--- src/stw_pkg.sv ---
// ----------------------------------------------------------------------------
// stw_pkg - shared types and constants for the scrollback text window
// Operation codes, controller states and the command/status structs between
// the controller and the datapath.
// ----------------------------------------------------------------------------
package stw_pkg;

  localparam int LINES_DEF   = 4;
  localparam int COLUMNS_DEF = 16;

  localparam logic [7:0] CR_CODE    = 8'd13;
  localparam logic [7:0] SPACE_CODE = 8'd32;

  typedef enum logic [1:0] {
    FUNC_ADD    = 2'd0,
    FUNC_CLEAR  = 2'd1,
    FUNC_SCROLL = 2'd2,
    FUNC_UPDATE = 2'd3
  } func_e;

  typedef enum logic [2:0] {
    ST_INIT,
    ST_IDLE,
    ST_FILL_ALL,
    ST_FILL_LINE,
    ST_SCAN,
    ST_TAIL,
    ST_FLUSH
  } state_e;

  typedef struct packed {
    logic accept;    // item taken this cycle
    logic fill_all;  // sweep whole store and shadow
    logic fill_line; // sweep bottom line
    logic zero_val;  // sweep writes zero rather than space
    logic scan;      // issue one compare read
    logic flush;     // release held result as last
  } cmd_t;

  typedef struct packed {
    logic full_last;
    logic line_last;
    logic scan_last;
    logic need_shift;
  } status_t;

endpackage

--- src/stw_ctrl.sv ---
// ----------------------------------------------------------------------------
// stw_ctrl - sequencer for the scrollback text window
// Decodes accepted items and steps the datapath through sweeps and scans.
// ----------------------------------------------------------------------------
module stw_ctrl (
  input  logic             clk_i,
  input  logic             rst_ni,
  input  logic             start,
  input  logic [1:0]       func_i,
  input  stw_pkg::status_t status_i,
  output stw_pkg::cmd_t    cmd_o,
  output logic             busy
);
  import stw_pkg::*;

  state_e state_q, state_d;

  always_ff @(posedge clk_i or negedge rst_ni) begin
    if (!rst_ni) begin
      state_q <= ST_INIT;
    end else begin
      state_q <= state_d;
    end
  end

  always_comb begin
    state_d = state_q;
    cmd_o   = '0;
    busy    = 1'b1;
    case (state_q)
      ST_INIT: begin
        cmd_o.fill_all = 1'b1;
        cmd_o.zero_val = 1'b1;
        if (status_i.full_last) state_d = ST_IDLE;
      end
      ST_IDLE: begin
        busy = 1'b0;
        if (start) begin
          cmd_o.accept = 1'b1;
          case (func_i)
            FUNC_ADD:    if (status_i.need_shift) state_d = ST_FILL_LINE;
            FUNC_CLEAR:  state_d = ST_FILL_ALL;
            FUNC_SCROLL: state_d = ST_IDLE;
            default:     state_d = ST_SCAN;
          endcase
        end
      end
      ST_FILL_ALL: begin
        cmd_o.fill_all = 1'b1;
        if (status_i.full_last) state_d = ST_IDLE;
      end
      ST_FILL_LINE: begin
        cmd_o.fill_line = 1'b1;
        if (status_i.line_last) state_d = ST_IDLE;
      end
      ST_SCAN: begin
        cmd_o.scan = 1'b1;
        if (status_i.scan_last) state_d = ST_TAIL;
      end
      ST_TAIL: begin
        state_d = ST_FLUSH;
      end
      ST_FLUSH: begin
        cmd_o.flush = 1'b1;
        state_d     = ST_IDLE;
      end
      default: begin
        state_d = ST_IDLE;
      end
    endcase
  end

endmodule

--- src/stw_datapath.sv ---
// ----------------------------------------------------------------------------
// stw_datapath - line store, panel shadow, cursor and compare pipeline
// Line store is a ring of lines addressed {physical line, column}; a shift
// moves the head pointer and the new bottom line is swept with spaces.
// ----------------------------------------------------------------------------
module stw_datapath #(
  parameter int LINES   = stw_pkg::LINES_DEF,
  parameter int COLUMNS = stw_pkg::COLUMNS_DEF
) (
  input  logic              clk_i,
  input  logic              rst_ni,
  input  stw_pkg::cmd_t     cmd_i,
  input  logic [1:0]        func_i,
  input  logic [7:0]        char_code_i,
  input  logic signed [7:0] scroll_amount_i,
  output stw_pkg::status_t  status_o,
  output logic              result_valid_o,
  output logic              panel_row_o,
  output logic [3:0]        panel_column_o,
  output logic [7:0]        out_char_o,
  output logic              last_o
);
  import stw_pkg::*;

  localparam int LW       = $clog2(LINES);
  localparam int CW       = $clog2(COLUMNS);
  localparam int AW       = LW + CW;
  localparam int DEPTH    = LINES * (2 ** CW);
  localparam int SH_AW    = CW + 1;
  localparam int SH_DEPTH = 2 ** SH_AW;
  localparam int SW       = ((LW > 8) ? LW : 8) + 2;

  localparam logic [LW:0]          LINES_W    = (LW + 1)'(LINES);
  localparam logic [LW-1:0]        LAST_LINE  = LW'(LINES - 1);
  localparam logic [LW-1:0]        BOT2       = LW'(LINES - 2);
  localparam logic [CW-1:0]        LAST_COL   = CW'(COLUMNS - 1);
  localparam logic [AW-1:0]        FULL_LAST  = AW'(DEPTH - 1);
  localparam logic [AW-1:0]        LINE_LAST  = AW'(COLUMNS - 1);
  localparam logic [AW-1:0]        SCAN_LAST  = AW'(SH_DEPTH - 1);
  localparam logic [CW:0]          COLUMNS_W  = (CW + 1)'(COLUMNS);
  localparam logic signed [SW-1:0] BACK_MAX_S = SW'(LINES - 2);

  function automatic logic [LW-1:0] line_phys(input logic [LW-1:0] head,
                                              input logic [LW-1:0] lline);
    logic [LW:0] s;
    s = {1'b0, head} + {1'b0, lline};
    if (s >= LINES_W) s = s - LINES_W;
    return s[LW-1:0];
  endfunction

  logic [7:0] store_mem [DEPTH];
  logic [7:0] shad_mem  [SH_DEPTH];

  logic [AW-1:0] cnt_q, cnt_d;
  logic [LW-1:0] head_q, head_d;
  logic [LW-1:0] cur_line_q, cur_line_d;
  logic [CW-1:0] cur_col_q, cur_col_d;
  logic [LW-1:0] back_q, back_d;

  logic          st_we;
  logic [AW-1:0] st_waddr, st_raddr;
  logic [7:0]    st_wdata, st_rd_q;
  logic             sh_we;
  logic [SH_AW-1:0] sh_waddr;
  logic [7:0]       sh_wdata, sh_rd_q;

  logic          s1_valid_q, s1_valid_d;
  logic          s1_row_q;
  logic [CW-1:0] s1_col_q;
  logic          hit;

  logic          pend_valid_q, pend_valid_d;
  logic          pend_row_q;
  logic [CW-1:0] pend_col_q;
  logic [7:0]    pend_char_q;

  logic          emit, emit_last;
  logic          out_valid_q;
  logic          out_row_q, out_last_q;
  logic [CW-1:0] out_col_q;
  logic [7:0]    out_char_q;

  logic          line_inc;
  logic [LW:0]   line_next;
  logic [LW-1:0] base_line;
  logic [CW:0]   col_ext;
  logic signed [SW-1:0] sc_next;
  logic [7:0]    fill_val;

  // ---- cursor, scroll and head ----
  assign line_inc  = (char_code_i == CR_CODE) || (cur_col_q == LAST_COL);
  assign line_next = {1'b0, cur_line_q} + (LW + 1)'(1);
  assign base_line = BOT2 - back_q;
  assign col_ext   = {1'b0, cnt_q[CW-1:0]};
  assign sc_next   = $signed({{(SW - LW){1'b0}}, back_q}) - SW'(scroll_amount_i);
  assign fill_val  = cmd_i.zero_val ? 8'd0 : SPACE_CODE;

  assign status_o.full_last  = (cnt_q == FULL_LAST);
  assign status_o.line_last  = (cnt_q == LINE_LAST);
  assign status_o.scan_last  = (cnt_q == SCAN_LAST);
  assign status_o.need_shift = (func_i == FUNC_ADD) && line_inc && (line_next >= LINES_W);

  always_comb begin
    head_d     = head_q;
    cur_line_d = cur_line_q;
    cur_col_d  = cur_col_q;
    back_d     = back_q;
    cnt_d      = (cmd_i.fill_all || cmd_i.fill_line || cmd_i.scan) ?
                 cnt_q + AW'(1) : '0;
    if (cmd_i.accept) begin
      case (func_i)
        FUNC_ADD: begin
          back_d = '0;
          if (line_inc) begin
            cur_col_d = '0;
            if (line_next >= LINES_W) begin
              cur_line_d = LAST_LINE;
              head_d     = line_phys(head_q, LW'(1));
            end else begin
              cur_line_d = line_next[LW-1:0];
            end
          end else begin
            cur_col_d = cur_col_q + CW'(1);
          end
        end
        FUNC_CLEAR: begin
          cur_col_d  = '0;
          cur_line_d = BOT2;
          back_d     = '0;
          head_d     = '0;
        end
        FUNC_SCROLL: begin
          if (sc_next < 0) back_d = '0;
          else if (sc_next > BACK_MAX_S) back_d = BOT2;
          else back_d = sc_next[LW-1:0];
        end
        default: begin
        end
      endcase
    end
  end

  always_ff @(posedge clk_i or negedge rst_ni) begin
    if (!rst_ni) begin
      cnt_q      <= '0;
      head_q     <= '0;
      cur_line_q <= BOT2;
      cur_col_q  <= '0;
      back_q     <= '0;
    end else begin
      cnt_q      <= cnt_d;
      head_q     <= head_d;
      cur_line_q <= cur_line_d;
      cur_col_q  <= cur_col_d;
      back_q     <= back_d;
    end
  end

  // ---- line store ----
  always_comb begin
    st_we    = 1'b0;
    st_waddr = cnt_q;
    st_wdata = fill_val;
    if (cmd_i.fill_all) begin
      st_we = 1'b1;
    end else if (cmd_i.fill_line) begin
      st_we    = 1'b1;
      st_waddr = {line_phys(head_q, LAST_LINE), cnt_q[CW-1:0]};
    end else if (cmd_i.accept && (func_i == FUNC_ADD) && (char_code_i != CR_CODE)) begin
      st_we    = 1'b1;
      st_waddr = {line_phys(head_q, cur_line_q), cur_col_q};
      st_wdata = char_code_i;
    end
  end

  assign st_raddr = {line_phys(head_q, base_line + LW'(cnt_q[CW])), cnt_q[CW-1:0]};

  always_ff @(posedge clk_i) begin
    if (st_we) store_mem[st_waddr] <= st_wdata;
    st_rd_q <= store_mem[st_raddr];
  end

  // ---- panel shadow and compare stage ----
  assign hit = s1_valid_q && (st_rd_q != sh_rd_q);

  always_comb begin
    sh_we    = 1'b0;
    sh_waddr = cnt_q[SH_AW-1:0];
    sh_wdata = fill_val;
    if (cmd_i.fill_all) begin
      sh_we = (cnt_q[AW-1:SH_AW] == '0);
    end else if (hit) begin
      sh_we    = 1'b1;
      sh_waddr = {s1_row_q, s1_col_q};
      sh_wdata = st_rd_q;
    end
  end

  always_ff @(posedge clk_i) begin
    if (sh_we) shad_mem[sh_waddr] <= sh_wdata;
    sh_rd_q <= shad_mem[cnt_q[SH_AW-1:0]];
  end

  // cells past the last column exist only when COLUMNS is not a power of two
  assign s1_valid_d = cmd_i.scan && (col_ext < COLUMNS_W);

  // one changed cell is held back so that the final one can carry last
  always_comb begin
    emit         = 1'b0;
    emit_last    = 1'b0;
    pend_valid_d = pend_valid_q;
    if (hit) begin
      emit         = pend_valid_q;
      pend_valid_d = 1'b1;
    end else if (cmd_i.flush) begin
      emit         = pend_valid_q;
      emit_last    = 1'b1;
      pend_valid_d = 1'b0;
    end
  end

  always_ff @(posedge clk_i or negedge rst_ni) begin
    if (!rst_ni) begin
      s1_valid_q   <= 1'b0;
      pend_valid_q <= 1'b0;
      out_valid_q  <= 1'b0;
    end else begin
      s1_valid_q   <= s1_valid_d;
      pend_valid_q <= pend_valid_d;
      out_valid_q  <= emit;
    end
  end

  always_ff @(posedge clk_i) begin
    s1_row_q <= cnt_q[CW];
    s1_col_q <= cnt_q[CW-1:0];
    if (hit) begin
      pend_row_q  <= s1_row_q;
      pend_col_q  <= s1_col_q;
      pend_char_q <= st_rd_q;
    end
    if (emit) begin
      out_row_q  <= pend_row_q;
      out_col_q  <= pend_col_q;
      out_char_q <= pend_char_q;
      out_last_q <= emit_last;
    end
  end

  assign result_valid_o = out_valid_q;
  assign panel_row_o    = out_row_q;
  assign panel_column_o = 4'(out_col_q);
  assign out_char_o     = out_char_q;
  assign last_o         = out_last_q;

endmodule

--- src/scrollback_text_window.sv ---
// ----------------------------------------------------------------------------
// scrollback_text_window - scrollback line store for a two-row text panel
// Holds LINES lines of text, a shadow of the panel and emits changed cells.
// ----------------------------------------------------------------------------
// An item is taken on a rising edge with start high and busy low. func_i
// selects add char, clear, scroll or update. Only update produces results:
// one per panel cell that differs from the shadow, each shown for a single
// cycle with result_valid_o high and last_o set on the final one. The
// receiver cannot stall; there is no back-pressure on the results.
// Work per item (busy from accept to ready again):
//   add char: none, or a bottom line sweep when the store shifts
//   scroll: none
//   clear: sweeps store and shadow with spaces (one store write per cycle)
//   update: scans the shadow, one shadow cell compared per cycle;
//   results trail the compare by one changed cell.
// Shift is a head pointer move, so its cost is the line sweep alone.
// After reset the block is busy while it sweeps zeros through store and
// shadow, before the first item is taken.
// ----------------------------------------------------------------------------
module scrollback_text_window #(
  parameter int LINES   = stw_pkg::LINES_DEF,
  parameter int COLUMNS = stw_pkg::COLUMNS_DEF
) (
  input  logic              clk_i,
  input  logic              rst_ni,
  input  logic              start,
  output logic              busy,
  input  logic [1:0]        func_i,
  input  logic [7:0]        char_code_i,
  input  logic signed [7:0] scroll_amount_i,
  output logic              result_valid_o,
  output logic              panel_row_o,
  output logic [3:0]        panel_column_o,
  output logic [7:0]        out_char_o,
  output logic              last_o
);
  import stw_pkg::*;

  cmd_t    cmd;
  status_t status;

  stw_ctrl u_ctrl (
    .clk_i    (clk_i),
    .rst_ni   (rst_ni),
    .start    (start),
    .func_i   (func_i),
    .status_i (status),
    .cmd_o    (cmd),
    .busy     (busy)
  );

  stw_datapath #(
    .LINES   (LINES),
    .COLUMNS (COLUMNS)
  ) u_dp (
    .clk_i           (clk_i),
    .rst_ni          (rst_ni),
    .cmd_i           (cmd),
    .func_i          (func_i),
    .char_code_i     (char_code_i),
    .scroll_amount_i (scroll_amount_i),
    .status_o        (status),
    .result_valid_o  (result_valid_o),
    .panel_row_o     (panel_row_o),
    .panel_column_o  (panel_column_o),
    .out_char_o      (out_char_o),
    .last_o          (last_o)
  );

endmodule

--- config.mk ---
export PLATFORM = sky130hd
export DESIGN_NAME = scrollback_text_window
export DESIGN_NICKNAME = d
export VERILOG_FILES = /design/src/stw_pkg.sv /design/src/stw_ctrl.sv /design/src/stw_datapath.sv /design/src/scrollback_text_window.sv
export SDC_FILE = /design/constraint.sdc
export NUM_CORES = 1
export LEC_CHECK = 0
export BUFFER_PORTS_ARGS = -buffer_cell sky130_fd_sc_hd__buf_2
export CAP_MARGIN = 20
export CORE_ASPECT_RATIO = 0.8
export CORE_MARGIN = 3
export CORE_UTILIZATION = 63
export CTS_CLUSTER_SIZE = 20
export DETAILED_ROUTE_END_ITERATION = 7
export HOLD_SLACK_MARGIN = 0.05
export PLACE_DENSITY = 0.87
export RECOVER_POWER = 25
export SYNTH_ARGS = -nofsm -noshare
export SYNTH_HDL_FRONTEND = slang
export SYNTH_HIERARCHICAL = 1
export SYNTH_SLANG_ARGS = --single-unit
export TNS_END_PERCENT = 5
--- constraint.sdc ---
create_clock -name clk_i -period 5.2 [get_ports clk_i]
set_input_delay 0.52 -clock clk_i [delete_from_list [all_inputs] [get_ports clk_i]]
set_output_delay 0.52 -clock clk_i [all_outputs]
set_load 0.1 [all_outputs]
==> impl_metrics.yaml <==
run_status:
  status: "complete, but fails checks"
  violations: "capacitance limit, slew limit"
clock_network:
  h-tree-depth: 3
  clock_latency_ps: 630
  root_buffer: "clkbuf_16"
  cts_resized: 0
  cts_max_path_buffers: 3
  cts_buffers: 78
  path_clk_slew_ps: 70
  cts_setup_buffers: 0
  cts_tree: "done"
  holdBufCountCts: 1
  cts_sinks: 838
routing:
  drc: 0
  via_count: 18700
  via_per_inst: 7.606
  drt_first_iter_violations: 3487
  firstDrtPassIters: 8
  postRouteAntennaNets: 0
  wl_per_cell_um: 35.80
  wl_um: 88030
placed_design:
  place_congestion: 0.9595
  dp_hpwl_um: 48400
  dpl-instance-area_sq_um: 34290
  portBuffers: 36
global_route:
  grt_start_max_net_pins: 108
  grt_pass1_wl_um: 126200
  grt_pass1_vias: 18040
  overflow: 0
  grtUsageTotal_pct: 31.42
  antenna_found_initial: 2
layout:
  drive_gt1_share_pct: 26.66
  final_area_sq_um: 36890
  fin_nets: 1743
  areaGrowthSynthToFinish_pct: 10.94
pwr:
  power.density_nw_per_um2: 349.9
  power_leakage_nw: 9.619
  ir_drop_uv: 223.3
run:
  maxCapViolCount: 2
yosys:
  synth_area_sq_um: 33250
  ys_warn_count: 6
  synth.distinct_cells: 68
  synth_top_area_cell: "edfxtp_1"
  synth_top_area_share_pct: 71.79
  synth_seq_cells: 838
  synth-seq-area-share_pct: 74.71
  syn_nets: 1634
  synth_area_per_cell_sq_um: 20.72
  synthCells: 1605
  synth_area_leaders: "edfxtp_1 (72%), mux4_2 (15%), dfrtp_1 (1.6%)"
  async_flop_share_pct: 2.625
  ys.flop_type: "edfxtp_1"
  synth_edf_count: 795
timing:
  min_period_ps: 4818
  tightest_slew_ps: 1706
  skew_ps: 30.48
  setup_viol: 0
  slew_violations: 84
  post-route-period-util_pct: 92.66
  rsz0062_at_grt: "false"
  setup_tns_ps: 0
  slew_headroom_pct: -13.71
  hold_viol: 0
  fmax_mhz: 207.5
critical_path:
  crit_family: "simple AND/OR/NAND/NOR gates"
  critPathKind: "reg -> reg"
  end_kind: "flip-flop"
  crit_cells: 8
  cp_slowest_cell: "nor3_1"
  r2r_cells: 8
  crit_buf_inv: 1
  slowest_delay_ps: 1060
  critPathArrivalTime_ps: 5040
  cp_max_fo: 16
  cp-start-kind: "flip-flop"
  crit_chain: "inv_1, nand3_1, nor2_1, nor3b_1, o21ai_2, a21oi_2, o211ai_2, nor3_1"
  critPathRequiredTime_ps: 5420
floorplanning:
  die_area_sq_um: 55590
  die_h_um: 211.5
  initial_core_util_pct: 64.48
  pin_count: 37
  dieWidth_um: 262.9
  row_count: 74
  core_area_sq_um: 51570
hold_path:
  hold-path-cell-count: 2
  holdCritPathClass: "in -> reg"
## where the power goes
part / switching [mW] / internal (mW) / leakage [nW]
registers: 0.00796 / 7.27 / 5.99
logic: 0.0381 / 0.0197 / 2.43
clock network: 2.44 / 3.13 / 1.20
total: 2.49 / 10.4 / 9.62
## state kept, by name (all words and copies together), names as in the netlist, 2 cells and up
name	count
u_dp/shad_mem	256
u_dp/st_rd_q	8
u_dp/s1_col_q	4
u_dp/cur_col_q	4
u_dp/cur_line_q	2
u_dp/out_char_o	8
u_dp/back_q	2
u_dp/pend_col_q	4
u_dp/store_mem	512
u_ctrl/state_q	3
u_dp/sh_rd_q	8
u_dp/panel_column_o	4
u_dp/cnt_q	6
u_dp/head_q	2
u_dp/pend_char_q	8
## area by class of cell
class | count | area (sq um)
clock buffer | 107 | 2173
clock inverter | 33 | 275.3
antenna | 1 | 2.502
inverter | 20 | 75.07
timing repair buffer | 110 | 716.9
sequential | 838 | 24860
fill | 2619 | 14680
tap | 684 | 855.8
multi-input combinational | 666 | 7936
## routing by layer
metal	routed length (um)	GRT usage (%)
met4	4295	9.310
met5	24	0
met3	13480	9.226
met1	30000	44.88
met2	40220	48.52
## synthesized netlist by cell type (all sizes together), types with 3 or more instances
cell     instances
or4              5
xor2            12
a211oi           6
nor3            73
buf             54
and3             9
o211ai          13
nand3           15
mux2i           27
nand2           65
nand2b          12
mux4           223
dfrtp           21
inv             18
a32oi            5
ha               8
a2111oi          4
nor2            59
o21a             3
clkbuf          27
o21ai           19
nor2b            6
xnor2            5
a21oi           13
nor4             6
o22ai            8
mux2            11
nor3b            3
a22oi            8
edfxtp         795
a31oi            7
dfxtp           21
and2            12
## kinds of logic (layout without fill, tap and decap cells)
family                     count (synthesis)  count (layout)  synth area share, %
xor gates and xnor gates                  18              18               0.5155
muxes                                    261             261                16.30
and+or+nand+nor                          275             275                4.338
adders and majority gates                  8               8               0.3010
DFF                                      838             838                74.71
AOI/OAI and AO/OA                        104             104                2.393
buffers and inverters                    101             270                1.437
other                                      0               1                    0
## final timing paths
check                                              startpoint                              end  slack (ps)
worst min-delay path                                func_i[0]       u_dp/head_q[0]$_DFFE_PN0P_         240
worst max-delay path            u_ctrl/state_q[2]$_DFFE_PN0P_  u_dp/store_mem[17][1]$_DFFE_PP_         380
min in group asynchronous                              rst_ni    u_dp/result_valid_o$_DFF_PN0_         730
worst min register to register  u_dp/pend_char_q[5]$_DFFE_PN_     u_dp/out_char_o[5]$_DFFE_PP_         430
max in group asynchronous                              rst_ni          u_dp/cnt_q[0]$_DFF_PN0_        3510
worst max register to register  u_ctrl/state_q[2]$_DFFE_PN0P_  u_dp/store_mem[17][1]$_DFFE_PP_         380
## worst register-to-register path, cell delays in order (launching register included)
cell	delay, ps
dfrtp_1	460
inv_1	230
nand3_1	170
nor2_1	380
nor3b_1	700
o21ai_2	280
a21oi_2	540
o211ai_2	580
nor3_1	1080
## placed cells by master (no fill, tap or decap), drive strengths merged, types with 7 or more instances in the layout
cell    instances
and3            9
mux4          223
mux2i          27
dfxtp          21
nand2b         12
a22oi           8
and2           12
inv            22
nor3           73
nand2          65
o21ai          19
ha              8
a31oi           7
buf            69
dfrtp          21
nand3          15
xor2           12
o211ai         13
edfxtp        795
a21oi          13
clkinv         26
mux2           11
nor2           59
o22ai           8
clkbuf        147
## per-stage QoR
step | setup WS (ps) | std cells | util [%] | total power [mW] | hold WS, ps
after CTS | 805.4 | 2428 | 71.27 | 12.92 | 214.6
final | 381.8 | 2459 | 71.53 | 12.91 | 244.3
after floorplan | 431.6 | 1605 | - | 7.448 | 224.4
after global placement | 1359 | 2284 | 66.41 | 7.470 | 407.6
after global routing | 347.6 | 2458 | 71.53 | 13.19 | 240.3
after detailed placement | 1061 | 2287 | 66.50 | 7.475 | 405.7
Power figures use the tool's default switching activity.
